### src/hw/rtl/utv_pkg.sv
// types and decode functions for the utf8 text validator
// standalone package, no dependencies
`default_nettype none

package utv_pkg;

   // allowed range for the next continuation word
   typedef enum logic [2:0] {
      RC_80_BF = 3'd0,
      RC_A0_BF = 3'd1,
      RC_80_9F = 3'd2,
      RC_90_BF = 3'd3,
      RC_80_8F = 3'd4
   } range_class_type;

   // decoded lead word
   typedef struct packed {
      logic            ok;
      logic [1:0]      need;
      range_class_type cls;
   } lead_info_type;

   // continuation word check against the current range class
   function automatic logic cont_ok(input logic [7:0] b, input range_class_type cls);
      logic r;
      case (cls)
         RC_A0_BF: r = (b >= 8'ha0) && (b <= 8'hbf);
         RC_80_9F: r = (b >= 8'h80) && (b <= 8'h9f);
         RC_90_BF: r = (b >= 8'h90) && (b <= 8'hbf);
         RC_80_8F: r = (b >= 8'h80) && (b <= 8'h8f);
         default:  r = (b >= 8'h80) && (b <= 8'hbf);
      endcase
      return r;
   endfunction

   // lead word decode: length and first continuation range
   function automatic lead_info_type lead_decode(input logic [7:0] c);
      lead_info_type li;
      li.ok   = 1'b1;
      li.need = 2'd0;
      li.cls  = RC_80_BF;
      unique case (c) inside
         [8'h20:8'h7f], 8'h09, 8'h0a, 8'h0d: li.need = 2'd0;
         [8'hc2:8'hdf]:                      li.need = 2'd1;
         8'he0: begin
            li.need = 2'd2;
            li.cls  = RC_A0_BF;
         end
         [8'he1:8'hec], 8'hee, 8'hef:        li.need = 2'd2;
         8'hed: begin
            li.need = 2'd2;
            li.cls  = RC_80_9F;
         end
         8'hf0: begin
            li.need = 2'd3;
            li.cls  = RC_90_BF;
         end
         [8'hf1:8'hf3]:                      li.need = 2'd3;
         8'hf4: begin
            li.need = 2'd3;
            li.cls  = RC_80_8F;
         end
         default:                            li.ok = 1'b0;
      endcase
      return li;
   endfunction

endpackage

`default_nettype wire

### src/hw/rtl/utf8_text_validator.sv
// UTF-8 text validator: checks a byte stream one word per clock and flags
// the first failing word of each message. Throughput is one word per clock,
// back to back, while rsp_tready stays high. A word goes from req acceptance
// through the input register and then the result register to rsp. The rate
// is set by the decode loop through the sequence state (continuations left,
// next range class, sticky error), which updates as each word moves from the
// input register to the result register. The result register lets a new word
// enter while a finished result waits to be taken.
// Depends on utv_pkg.
`default_nettype none

module utf8_text_validator (
   input  wire logic       clock,
   input  wire logic       reset,
   // input stream
   input  wire logic       req_tvalid,
   output logic            req_tready,
   input  wire logic [7:0] req_tdata,   // [7:0] data_byte
   input  wire logic       req_tlast,   // last_byte
   // result stream
   output logic            rsp_tvalid,
   input  wire logic       rsp_tready,
   output logic [7:0]      rsp_tdata,   // [0] valid_so_far, [1] error_here, [7:2] zero
   output logic            rsp_tlast    // message_end
);

   // input register
   logic                    in_valid_ff;
   logic [7:0]              in_data_ff;
   logic                    in_last_ff;

   // sequence state
   logic [1:0]              cont_left_ff, cont_left_in;
   utv_pkg::range_class_type range_ff, range_in;
   logic                    error_seen_ff, error_seen_in;

   // result register
   logic                    out_valid_ff;
   logic                    out_last_ff;
   logic                    out_ok_ff, out_ok_in;
   logic                    out_err_ff, out_err_in;

   logic                    advance;
   logic                    err_here;
   utv_pkg::lead_info_type  lead;

   // move a word into the result register when it is free or draining
   assign advance    = in_valid_ff && (!out_valid_ff || rsp_tready);
   assign req_tready = !in_valid_ff || advance;

   // input register
   always_ff @(posedge clock) begin
      if (reset) begin
         in_valid_ff <= 1'b0;
      end else if (req_tready) begin
         in_valid_ff <= req_tvalid;
      end
      if (req_tready && req_tvalid) begin
         in_data_ff <= req_tdata;
         in_last_ff <= req_tlast;
      end
   end

   // decode and next sequence state
   always_comb begin
      lead          = utv_pkg::lead_decode(in_data_ff);
      err_here      = 1'b0;
      cont_left_in  = cont_left_ff;
      range_in      = range_ff;
      error_seen_in = error_seen_ff;
      if (!error_seen_ff) begin
         if (cont_left_ff != 2'd0) begin
            if (utv_pkg::cont_ok(in_data_ff, range_ff)) begin
               cont_left_in = cont_left_ff - 2'd1;
               range_in     = utv_pkg::RC_80_BF;
            end else begin
               err_here = 1'b1;
            end
         end else begin
            if (lead.ok) begin
               cont_left_in = lead.need;
               range_in     = lead.cls;
            end else begin
               err_here = 1'b1;
            end
         end
         // unfinished sequence at message end
         if (!err_here && in_last_ff && (cont_left_in != 2'd0)) begin
            err_here = 1'b1;
         end
         if (err_here) begin
            error_seen_in = 1'b1;
         end
      end
      out_ok_in  = !error_seen_in;
      out_err_in = err_here;
      // fresh state for the next message
      if (in_last_ff) begin
         cont_left_in  = 2'd0;
         range_in      = utv_pkg::RC_80_BF;
         error_seen_in = 1'b0;
      end
   end

   // sequence state register
   always_ff @(posedge clock) begin
      if (reset) begin
         cont_left_ff  <= 2'd0;
         range_ff      <= utv_pkg::RC_80_BF;
         error_seen_ff <= 1'b0;
      end else if (advance) begin
         cont_left_ff  <= cont_left_in;
         range_ff      <= range_in;
         error_seen_ff <= error_seen_in;
      end
   end

   // result register
   always_ff @(posedge clock) begin
      if (reset) begin
         out_valid_ff <= 1'b0;
      end else if (advance) begin
         out_valid_ff <= 1'b1;
      end else if (rsp_tready) begin
         out_valid_ff <= 1'b0;
      end
      if (advance) begin
         out_last_ff <= in_last_ff;
         out_ok_ff   <= out_ok_in;
         out_err_ff  <= out_err_in;
      end
   end

   assign rsp_tvalid = out_valid_ff;
   assign rsp_tlast  = out_last_ff;
   assign rsp_tdata  = {6'd0, out_err_ff, out_ok_ff};

endmodule

`default_nettype wire

### config.mk
export PLATFORM = sky130hd
export DESIGN_NAME = utf8_text_validator
export DESIGN_NICKNAME = d
export VERILOG_FILES = /design/src/hw/rtl/utv_pkg.sv /design/src/hw/rtl/utf8_text_validator.sv
export SDC_FILE = /design/constraint.sdc
export NUM_CORES = 1
export LEC_CHECK = 0
export BUFFER_PORTS_ARGS = -buffer_cell sky130_fd_sc_hd__buf_2
export CAP_MARGIN = 30
export CORE_UTILIZATION = 53
export CTS_CLUSTER_SIZE = 12
export DETAILED_ROUTE_END_ITERATION = 8
export MAX_ROUTING_LAYER = met4
export PLACE_DENSITY_LB_ADDON = 0.05
export SLEW_MARGIN = 15
export SYNTH_ARGS = -nofsm -noshare
export SYNTH_HDL_FRONTEND = slang
export SYNTH_SLANG_ARGS = --single-unit
### constraint.sdc
create_clock -name clock -period 2.7 [get_ports clock]
set_input_delay 0.54 -clock clock [delete_from_list [all_inputs] [get_ports clock]]
set_output_delay 0.54 -clock clock [all_outputs]
set_load 0.05 [all_outputs]
Word-level counts from Yosys, hierarchy flattened

Index checks and enable logic that the tools add are counted.

Bits in registers: 20
Input bits: 13
Output and inout port bits: 11
Logic and storage cells: 96

Add/subtract/negate cells: 1
$lt $le $gt $ge: 14
Equal/unequal tests: 15
Multiplexer cells: 28
Reductions and logical operators: 28

Operators by type and width:

| kind                                                                              | number |
|---|---|
| 8-bit equality test (second input constant)                                       | 6 |
| 8-bit >= comparator (second input constant)                                       | 6 |
| 8-bit less-or-equal comparator (second input constant)                            | 6 |
| 8-bit by 4-bit equality test with 1-bit output (second input constant)            | 3 |
| 3-bit 2-to-1 mux                                                                  | 5 |
| 1-bit 2-to-1 mux                                                                  | 14 |
| 1-bit logical AND                                                                 | 13 |
| 13-bit OR reduction                                                               | 1 |
| 2-bit 2-to-1 mux                                                                  | 6 |
| 3-bit case mux with 4 select lines                                                | 1 |
| 8-bit by 6-bit >= comparator with 1-bit output (second input constant)            | 1 |
| 8-bit by 7-bit less-or-equal comparator with 1-bit output (second input constant) | 1 |
| 3-bit by 2-bit equality test with 1-bit output (second input constant)            | 2 |
| 2-bit case mux with 3 select lines                                                | 1 |
| 2-bit nonzero test                                                                | 3 |
| 5-bit OR reduction                                                                | 1 |
| 1-bit zero test                                                                   | 4 |
| 1-bit case mux with 4 select lines                                                | 1 |
| 4-bit AND reduction                                                               | 1 |
| 3-bit by 1-bit equality test with 1-bit output (second input constant)            | 1 |
| 3-bit equality test (second input constant)                                       | 1 |
| 3-bit by 2-bit != test with 1-bit output (second input constant)                  | 1 |
| 3-bit nonzero test                                                                | 1 |
| 3-bit OR reduction                                                                | 1 |
| other kinds (4)                                                                   | 5 |

Logic depth before layout (Yosys ltp)

Gate-level depths: netlist of the first run.

Depth in word-level cells: 16
Gate-level depth with buffers: 7
Mapped depth without buffers: 7

Worst setup path after synthesis of the first run

Ideal clock, no wire load.

Path kind: register to register
Start: register cont_left_ff[0]
End: register out_err_ff (data pin)
Setup time: 258 ps
Data arrival time: 1710 ps
Data required time: 2442 ps
Slack: 732 ps
Stages on the path, launching flop included: 8
Buffers on the path: 0
Period minus slack after synthesis: 1968 ps
Path through: dfxtp_1 -> inv_1 -> ha_1 -> or3b_1 -> a31oi_2 -> o21a_4 -> a22oi_2 -> o221a_2

Word-level cells in the longest chain between the ends: 8
Elaborated cells on any way between the ends: 14
Those cells by class: 1 x add/sub; 8 x mux; 5 x reduce/logical

Ends and longest elaborated chain:

| what                                                                                     | line                                                 | source |
|---|---|---|
| start, declared                                                                          | utf8_text_validator.sv:33                            | `logic [1:0] cont_left_ff, cont_left_in;` |
| start signal, assigned                                                                   | utf8_text_validator.sv:112                           | `cont_left_ff <= cont_left_in;` |
| 2-bit by 1-bit subtractor with 2-bit output / 2-bit nonzero test (equally long branches) | utf8_text_validator.sv:74, utf8_text_validator.sv:72 |  |
| 2-bit 2-to-1 mux / 1-bit 2-to-1 mux (equally long branches)                              | utf8_text_validator.sv:73, utf8_text_validator.sv:72 |  |
| 2-bit 2-to-1 mux / 1-bit 2-to-1 mux (equally long branches)                              | utf8_text_validator.sv:72, utf8_text_validator.sv:71 |  |
| 2-bit 2-to-1 mux / 1-bit zero test (equally long branches)                               | utf8_text_validator.sv:71, utf8_text_validator.sv:88 |  |
| 2-bit nonzero test / 1-bit logical AND (equally long branches)                           | utf8_text_validator.sv:88                            | `if (!err_here && in_last_ff && (cont_left_in != 2'd0)) begin` |
| 1-bit logical AND                                                                        | utf8_text_validator.sv:88                            |  |
| 1-bit 2-to-1 mux *                                                                       | utf8_text_validator.sv:88                            |  |
| 1-bit 2-to-1 mux *                                                                       | utf8_text_validator.sv:71                            | `if (!error_seen_ff) begin` |
| end signal, assigned                                                                     | utf8_text_validator.sv:130                           | `out_err_ff <= out_err_in;` |
| end, declared                                                                            | utf8_text_validator.sv:41                            | `logic out_err_ff, out_err_in;` |

Every way passes the cells marked *; elsewhere a longest branch is shown, timed or not. The select of a mux whose other input is x is not followed.
A chain may end at the register's enable or synchronous reset.

Final worst setup path of the first run

Ends and elaborated chain as after synthesis.

==> results of run 1 <==
-- layout make-up --
cell class              count  area [µm²]  area share (%)
clock buffers               3        22.5            1.81
repair buffers             17        85.1            6.83
inverters                   5        18.8            1.51
flip-flops and latches     20         520            41.8
multi-input cells          75         561            45.0
clock inverters             1        3.75           0.302
well taps                  27        33.8            2.71
-- worst max-delay path by stage --
stage | cells after the start | slack, ns | endpoint | from
after global placement | 7 | 0.66 | out_err_ff | cont_left_ff[0]
after CTS | 7 | 0.56 | out_err_ff | cont_left_ff[0]
after global routing | 7 | 0.50 | out_err_ff | cont_left_ff[0]
after detailed placement | 7 | 0.58 | out_err_ff | cont_left_ff[0]
after floorplan | 7 | 0.73 | out_err_ff | cont_left_ff[0]
final | 7 | 0.57 | out_err_ff | cont_left_ff[0]
-- routing by layer --
layer / track usage, % / vias to the layer above / wire length [µm]
met4: 10.3 / 0 / 51
met1: 22.9 / 371 / 894
li1: - / 416 / -
met2: 32.9 / 24 / 957
met5: - / - / 0
met3: 3.74 / 7 / 74
-- Yosys cell counts (2+ instances only) --
cell type	count
o211ai_1	2
nor3_1	3
nand2b_1	2
o21bai_1	2
dfxtp_1	8
edfxtp_1	12
nand2_1	5
a21oi_1	3
o21ai_0	7
inv_1	5
nor2_1	7
nor3b_1	4
buf_4	10
a22o_1	3
-- power by group through the flow --
stage	clock network [mW]	registers [mW]	logic [mW]
finish	0.145	0.358	0.103
global route	0.159	0.361	0.111
CTS	0.148	0.357	0.104
detailed placement	0	0.364	0.103
global placement	0	0.363	0.101
floorplan	0	0.361	0.0918
-- flip-flops by register name, indices dropped and copies added, names as in the netlist --
register / flops
cont_left_ff: 2
error_seen_ff: 1
in_data_ff: 8
in_last_ff: 1
in_valid_ff: 1
out_err_ff: 1
out_ok_ff: 1
range_ff: 3
rsp_tlast: 1
rsp_tvalid: 1
-- kinds of logic (layout without fill, tap and decap cells) --
logic type | count (synthesis) | count (layout) | share of synthesized area (%)
compound gates | 32 | 32 | 24.9
fa+ha+maj | 1 | 1 | 1.08
buf+inv | 16 | 26 | 8.51
flops | 20 | 20 | 44.8
mux | 1 | 1 | 1.29
other cells | 1 | 6 | 0.323
simple gates | 35 | 35 | 19.1
-- through the flow --
step	cell area, µm²	power, mW
after global placement	1220	0.463
after floorplan	1180	0.453
after CTS	1240	0.609
after global routing	1240	0.631
after detailed placement	1220	0.468
final	1240	0.606
==> metrics.csv, run 1 <==
stage,metric,value,unit
power,switching share of power,29.0,%
clocking,clk slew on worst S/H paths,0.11,ns
timing,final hold vios,0,
hold_path,Hold Path Cell Cnt,1,
die,chip height,48.8,µm
worst_setup_path,highest cell delay on the worst timing path,0.43,ns
layout,"most common cell after layout, fill and taps aside",buf_2,
hold_path,Hold Crit Class,primary input to flop,
layout,Nets,136,
clocking,"Clk Latency, worst-skew pair",0.30,ns
layout,post-route insts no fill,148,
layout,Synth-to-Final Area Change,7.22,%
worst_setup_path,RR Endpoint,out_err_ff,
timing,clk_skew,0.00648,ns
routing,final routed DRC violation total,0,
timing,RSZ-0062 raised after global routing,false,
clocking,CTS root buf,clkbuf_4,
power,worst vdd ir,0.000332,V
synth,number of synthesized flops with an enable pin,12,
global_route,initial antenna violation count,0,
layout,share of cells above drive strength 1,28.1,%
global_route,vias in the first global route,800,
routing,via-per-instance ratio,5.53,
worst_setup_path,endpoint class of the critical path,flop,
die,Die ar.,2380,µm²
global_route,largest net degree at the start of global routing,12,
timing,final slew viol count,0,
worst_setup_path,worst r2r path cells,7,
die,Initial Util,58.0,%
power,Internal,430,µW
synth,Synth Instances,106,
worst_setup_path,worst-path cell chain,inv_1 -> ha_1 -> or3b_1 -> a31oi_2 -> o21a_4 -> a22oi_2 -> o221a_2,
place,pre-CTS setup slack,0.582,ns
synth,synth top area cells,"edfxtp_1 31%, dfxtp_1 14%, buf_4 6.5%",
clocking,Setup Buffers After CTS,0,
routing,Pre-antenna DRT Iters,3,
power,PwrDens,487,nW/µm²
clocking,total CTS buffers,3,
die,# rows,16,
worst_setup_path,crit path launch type,flop,
place,GP Congestion,0.867,
clocking,clock buffer depth,2,
layout,number of fill cells,189,
synth,Post-Syn Area,1160,µm²
layout,diodes inserted,0,
synth,#FFs+latches synth,20,
worst_setup_path,"Req. time, crit path",2.77,ns
die,Chip Width,48.8,µm
global_route,first-pass GRT wire length,3420,µm
routing,WL/cell,13.4,µm
timing,Final setup viols,0,
timing,final worst-path cycle share,78.9,%
synth,ys flop type,edfxtp_1,
synth,"area leader, netlist",edfxtp_1,
timing,setup TNS,0,ns
clocking,H-tree levels,1,
routing,Vias,818,
worst_setup_path,CP bufs+invs,1,
global_route,grt ovf,0,
clocking,TritonCTS clock tree,built,
place,port bufs,17,
worst_setup_path,"Arr. time, crit path",2.20,ns
clocking,clock sinks,20,
place,HPWL after DPL,1570,µm
routing,DRT iter0 DRCs,11,
synth,synth unique cells,47,
timing,Achievable Freq,469,MHz
timing,Period minus WS final,2.13,ns
flow_run,max-cap violation count,0,
worst_setup_path,r2r setup slk,0.57,ns
power,sequential power share,59.0,%
place,post-placement cell count,144,
hold_path,WHS Endpoint,in_data_ff[1],
hold_path,hold_sp,req_tdata[1],
routing,final WL,1980,µm
clocking,post-cts repair resize count,0,
layout,final design utilization,62.2,%
power,clock share of power,24.0,%
timing,Setup WS post-layout,0.570,ns
die,IO Pins,24,
synth,Synth Warn #,0,
synth,syn avg cell area,11.0,µm²
power,Leakage,0.466,nW
die,core region area,2000,µm²
worst_setup_path,reg-to-reg startpoint,cont_left_ff[0],
global_route,Tot GR Track Use,19.9,%
timing,hold slack,0.400,ns
clocking,cts hold-fix bufs,0,
power,Psw,176,µW
routing,Routed Antenna Nets,0,
worst_setup_path,worst setup path class,flop to flop,
synth,"Seq/Total Area, Yosys",44.8,%
power,Comb pwr share,17.0,%
worst_setup_path,CP max-delay cell,dfxtp_1,
status,outcome,finished clean,
worst_setup_path,"Max FO, Critical Path",6,
synth,share of the synthesized area in the top cell type,31.0,%
worst_setup_path,critical path's top delay family,compound AO/OA/AOI/OAI gates,
synth,"Async S/R FF share, synth",0,%
layout,most frequent cells in the layout,"17 x buf_2, 12 x edfxtp_1, 8 x dfxtp_1",
Power figures use the tool's default switching activity.
==> run 2, diff against run 1 <==
--- a/config.mk
+++ b/config.mk
@@ -7,7 +7,7 @@
 export LEC_CHECK = 0
 export BUFFER_PORTS_ARGS = -buffer_cell sky130_fd_sc_hd__buf_2
 export CAP_MARGIN = 30
-export CORE_UTILIZATION = 53
+export CORE_UTILIZATION = 48
 export CTS_CLUSTER_SIZE = 12
 export DETAILED_ROUTE_END_ITERATION = 8
 export MAX_ROUTING_LAYER = met4
==> constraint.sdc (replaced) <==
create_clock -name clock -period 1.82 [get_ports clock]
set_input_delay 0.364 -clock clock [delete_from_list [all_inputs] [get_ports clock]]
set_output_delay 0.364 -clock clock [all_outputs]
set_load 0.05 [all_outputs]
==> run 2 against run 1 <==
  * The run now ends with negative setup slack left
  * Fmax grew 14%
  * Non-clock buffer count grew 23
  * Via count grew 14%
  * Utilization grew 4.1 points
  * Clock-buffer cell count grew 1
  * Highest routed layer unchanged
  * Critical path type unchanged
  * Total power grew 56%
  * Wire length grew 15%
  * Register-to-register slack lost 0.61 ns
  * Largest cell class unchanged
  * Final area grew 20%
==> metrics.csv, run 2 (synthesized netlist as in run 1, its figures left out) <==
stage,metric,value,unit,change
clocking,H-tree levels,1,,unchanged
worst_setup_path,RR Endpoint,out_err_ff,,
routing,Routed Antenna Nets,0,,unchanged
hold_path,Hold Crit Class,primary input to flop,,
place,HPWL after DPL,1610,µm,+2.2%
routing,DRT iter0 DRCs,24,,+13
global_route,largest net degree at the start of global routing,12,,unchanged
worst_setup_path,endpoint class of the critical path,flop,,
power,Leakage,0.593,nW,+27%
worst_setup_path,CP max-delay cell,or3b_1,,
worst_setup_path,highest cell delay on the worst timing path,0.36,ns,-0.07 ns
power,worst vdd ir,0.000548,V,+65%
routing,via-per-instance ratio,5.40,,-2.3%
global_route,first-pass GRT wire length,3490,µm,+2.2%
clocking,"Clk Latency, worst-skew pair",0.30,ns,about the same
place,pre-CTS setup slack,-0.0849,ns,-0.667 ns
clocking,total CTS buffers,3,,unchanged
layout,diodes inserted,0,,unchanged
layout,Nets,159,,+17%
die,Chip Width,51.2,µm,+4.9%
die,core region area,2250,µm²,+13%
clocking,clk slew on worst S/H paths,0.11,ns,about the same
timing,Final setup viols,6,,+6
worst_setup_path,"Req. time, crit path",1.89,ns,-0.88 ns
worst_setup_path,worst setup path class,flop to flop,,
clocking,clock buffer depth,2,,unchanged
layout,most frequent cells in the layout,"21 x buf_4, 17 x buf_2, 12 x edfxtp_1",,
timing,RSZ-0062 raised after global routing,true,,
place,port bufs,17,,unchanged
layout,"most common cell after layout, fill and taps aside",buf_4,,
flow_run,max-cap violation count,0,,unchanged
timing,final worst-path cycle share,102,%,+24 points
global_route,Tot GR Track Use,19.1,%,-0.72 points
timing,Setup WS post-layout,-0.0440,ns,-0.614 ns
global_route,initial antenna violation count,0,,unchanged
clocking,clock sinks,20,,unchanged
worst_setup_path,crit path launch type,flop,,
worst_setup_path,r2r setup slk,-0.04,ns,-0.61 ns
global_route,vias in the first global route,837,,+4.6%
worst_setup_path,worst r2r path cells,7,,unchanged
worst_setup_path,worst-path cell chain,inv_2 -> ha_4 -> or3b_1 -> a31oi_2 -> o21a_4 -> a22oi_2 -> o221a_2,,
hold_path,hold_sp,req_tdata[5],,
hold_path,Hold Path Cell Cnt,1,,unchanged
timing,Achievable Freq,536,MHz,+14%
timing,clk_skew,0.00635,ns,-0.000137 ns
timing,hold slack,0.233,ns,-0.167 ns
worst_setup_path,"Max FO, Critical Path",4,,-2
routing,Vias,929,,+14%
place,GP Congestion,0.896,,+3.3%
timing,setup TNS,-0.108,ns,-0.108 ns
worst_setup_path,"Arr. time, crit path",1.93,ns,-0.27 ns
power,PwrDens,633,nW/µm²,+30%
clocking,CTS root buf,clkbuf_4,,
layout,Largest register FFs,8,,unchanged
worst_setup_path,reg-to-reg startpoint,cont_left_ff[0],,
die,Initial Util,51.5,%,-6.5 points
die,chip height,51.2,µm,+4.9%
layout,Largest Register,in_data_ff,,
status,outcome,finished with violations,,
status,failing checks,negative setup slack,,
routing,final WL,2280,µm,+15%
timing,final hold vios,0,,unchanged
clocking,TritonCTS clock tree,built,,
routing,WL/cell,13.3,µm,-0.82%
die,# rows,17,,+1
timing,final slew viol count,0,,unchanged
layout,Top Registers,"in_data_ff (8), range_ff (3), cont_left_ff (2)",,
routing,Pre-antenna DRT Iters,4,,+1
layout,share of cells above drive strength 1,47.9,%,+20 points
die,Die ar.,2620,µm²,+10%
routing,final routed DRC violation total,0,,unchanged
hold_path,WHS Endpoint,in_data_ff[5],,
power,Overall Power,946,µW,+56%
die,IO Pins,24,,unchanged
global_route,grt ovf,0,,unchanged
timing,Period minus WS final,1.86,ns,-0.266 ns
layout,Synth-to-Final Area Change,28.8,%,
run 2: final cells by class:
type	count	area, µm²
clock buffer	4	26.3
fill	182	759
inverter	5	18.8
multi-input combinational	75	617
sequential	20	524
tap	28	35.0
timing repair buffer	40	274
run 2: worst max-delay path by stage:
stage	start	end	slack (ns)	cells after the start
global placement	cont_left_ff[1]	range_ff[0]	-0.03	8
finish	cont_left_ff[0]	out_err_ff	-0.04	7
global route	in_data_ff[7]	out_err_ff	-0.12	6
detailed placement	cont_left_ff[1]	out_err_ff	-0.08	7
floorplan	cont_left_ff[0]	out_err_ff	-0.05	7
CTS	cont_left_ff[0]	out_err_ff	-0.05	7
run 2: report_power, final:
group | internal, mW | switching, mW
Clock | 0.0853 | 0.130
Sequential | 0.504 | 0.0210
Combinational | 0.0879 | 0.118
Total | 0.678 | 0.269
run 2: through the flow:
stage | area, µm² | util, % | std cells
final | 1500 | 66.3 | 172
after global routing | 1500 | 66.3 | 172
after CTS | 1440 | 64.0 | 167
after detailed placement | 1360 | 60.3 | 159
after global placement | 1360 | 60.3 | 159
after floorplan | 1200 | - | 111
run 2: critical path: cells and delay by family, from the launching register on:
family                     cells  cell delay, ns
DFF                            1            0.34
and+or+nand+nor                1            0.36
adders and majority gates      1            0.15
buffers and inverters          1            0.04
AOI/OAI and AO/OA              4            0.73
run 2: repair_timing:
action                                  CTS  global route
buffers inserted                          4             5
hold buffers                              0             0
endpoints found under the setup margin    6             7
resized for setup                         8             3
pin swaps                                 8             4
run 2: routing by layer:
metal	track usage [%]	routed length (µm)	vias up
met5	-	0	-
met4	10.2	21	0
met3	2.68	90	2
met2	32.2	1140	35
met1	22.0	1020	428
li1	-	-	464
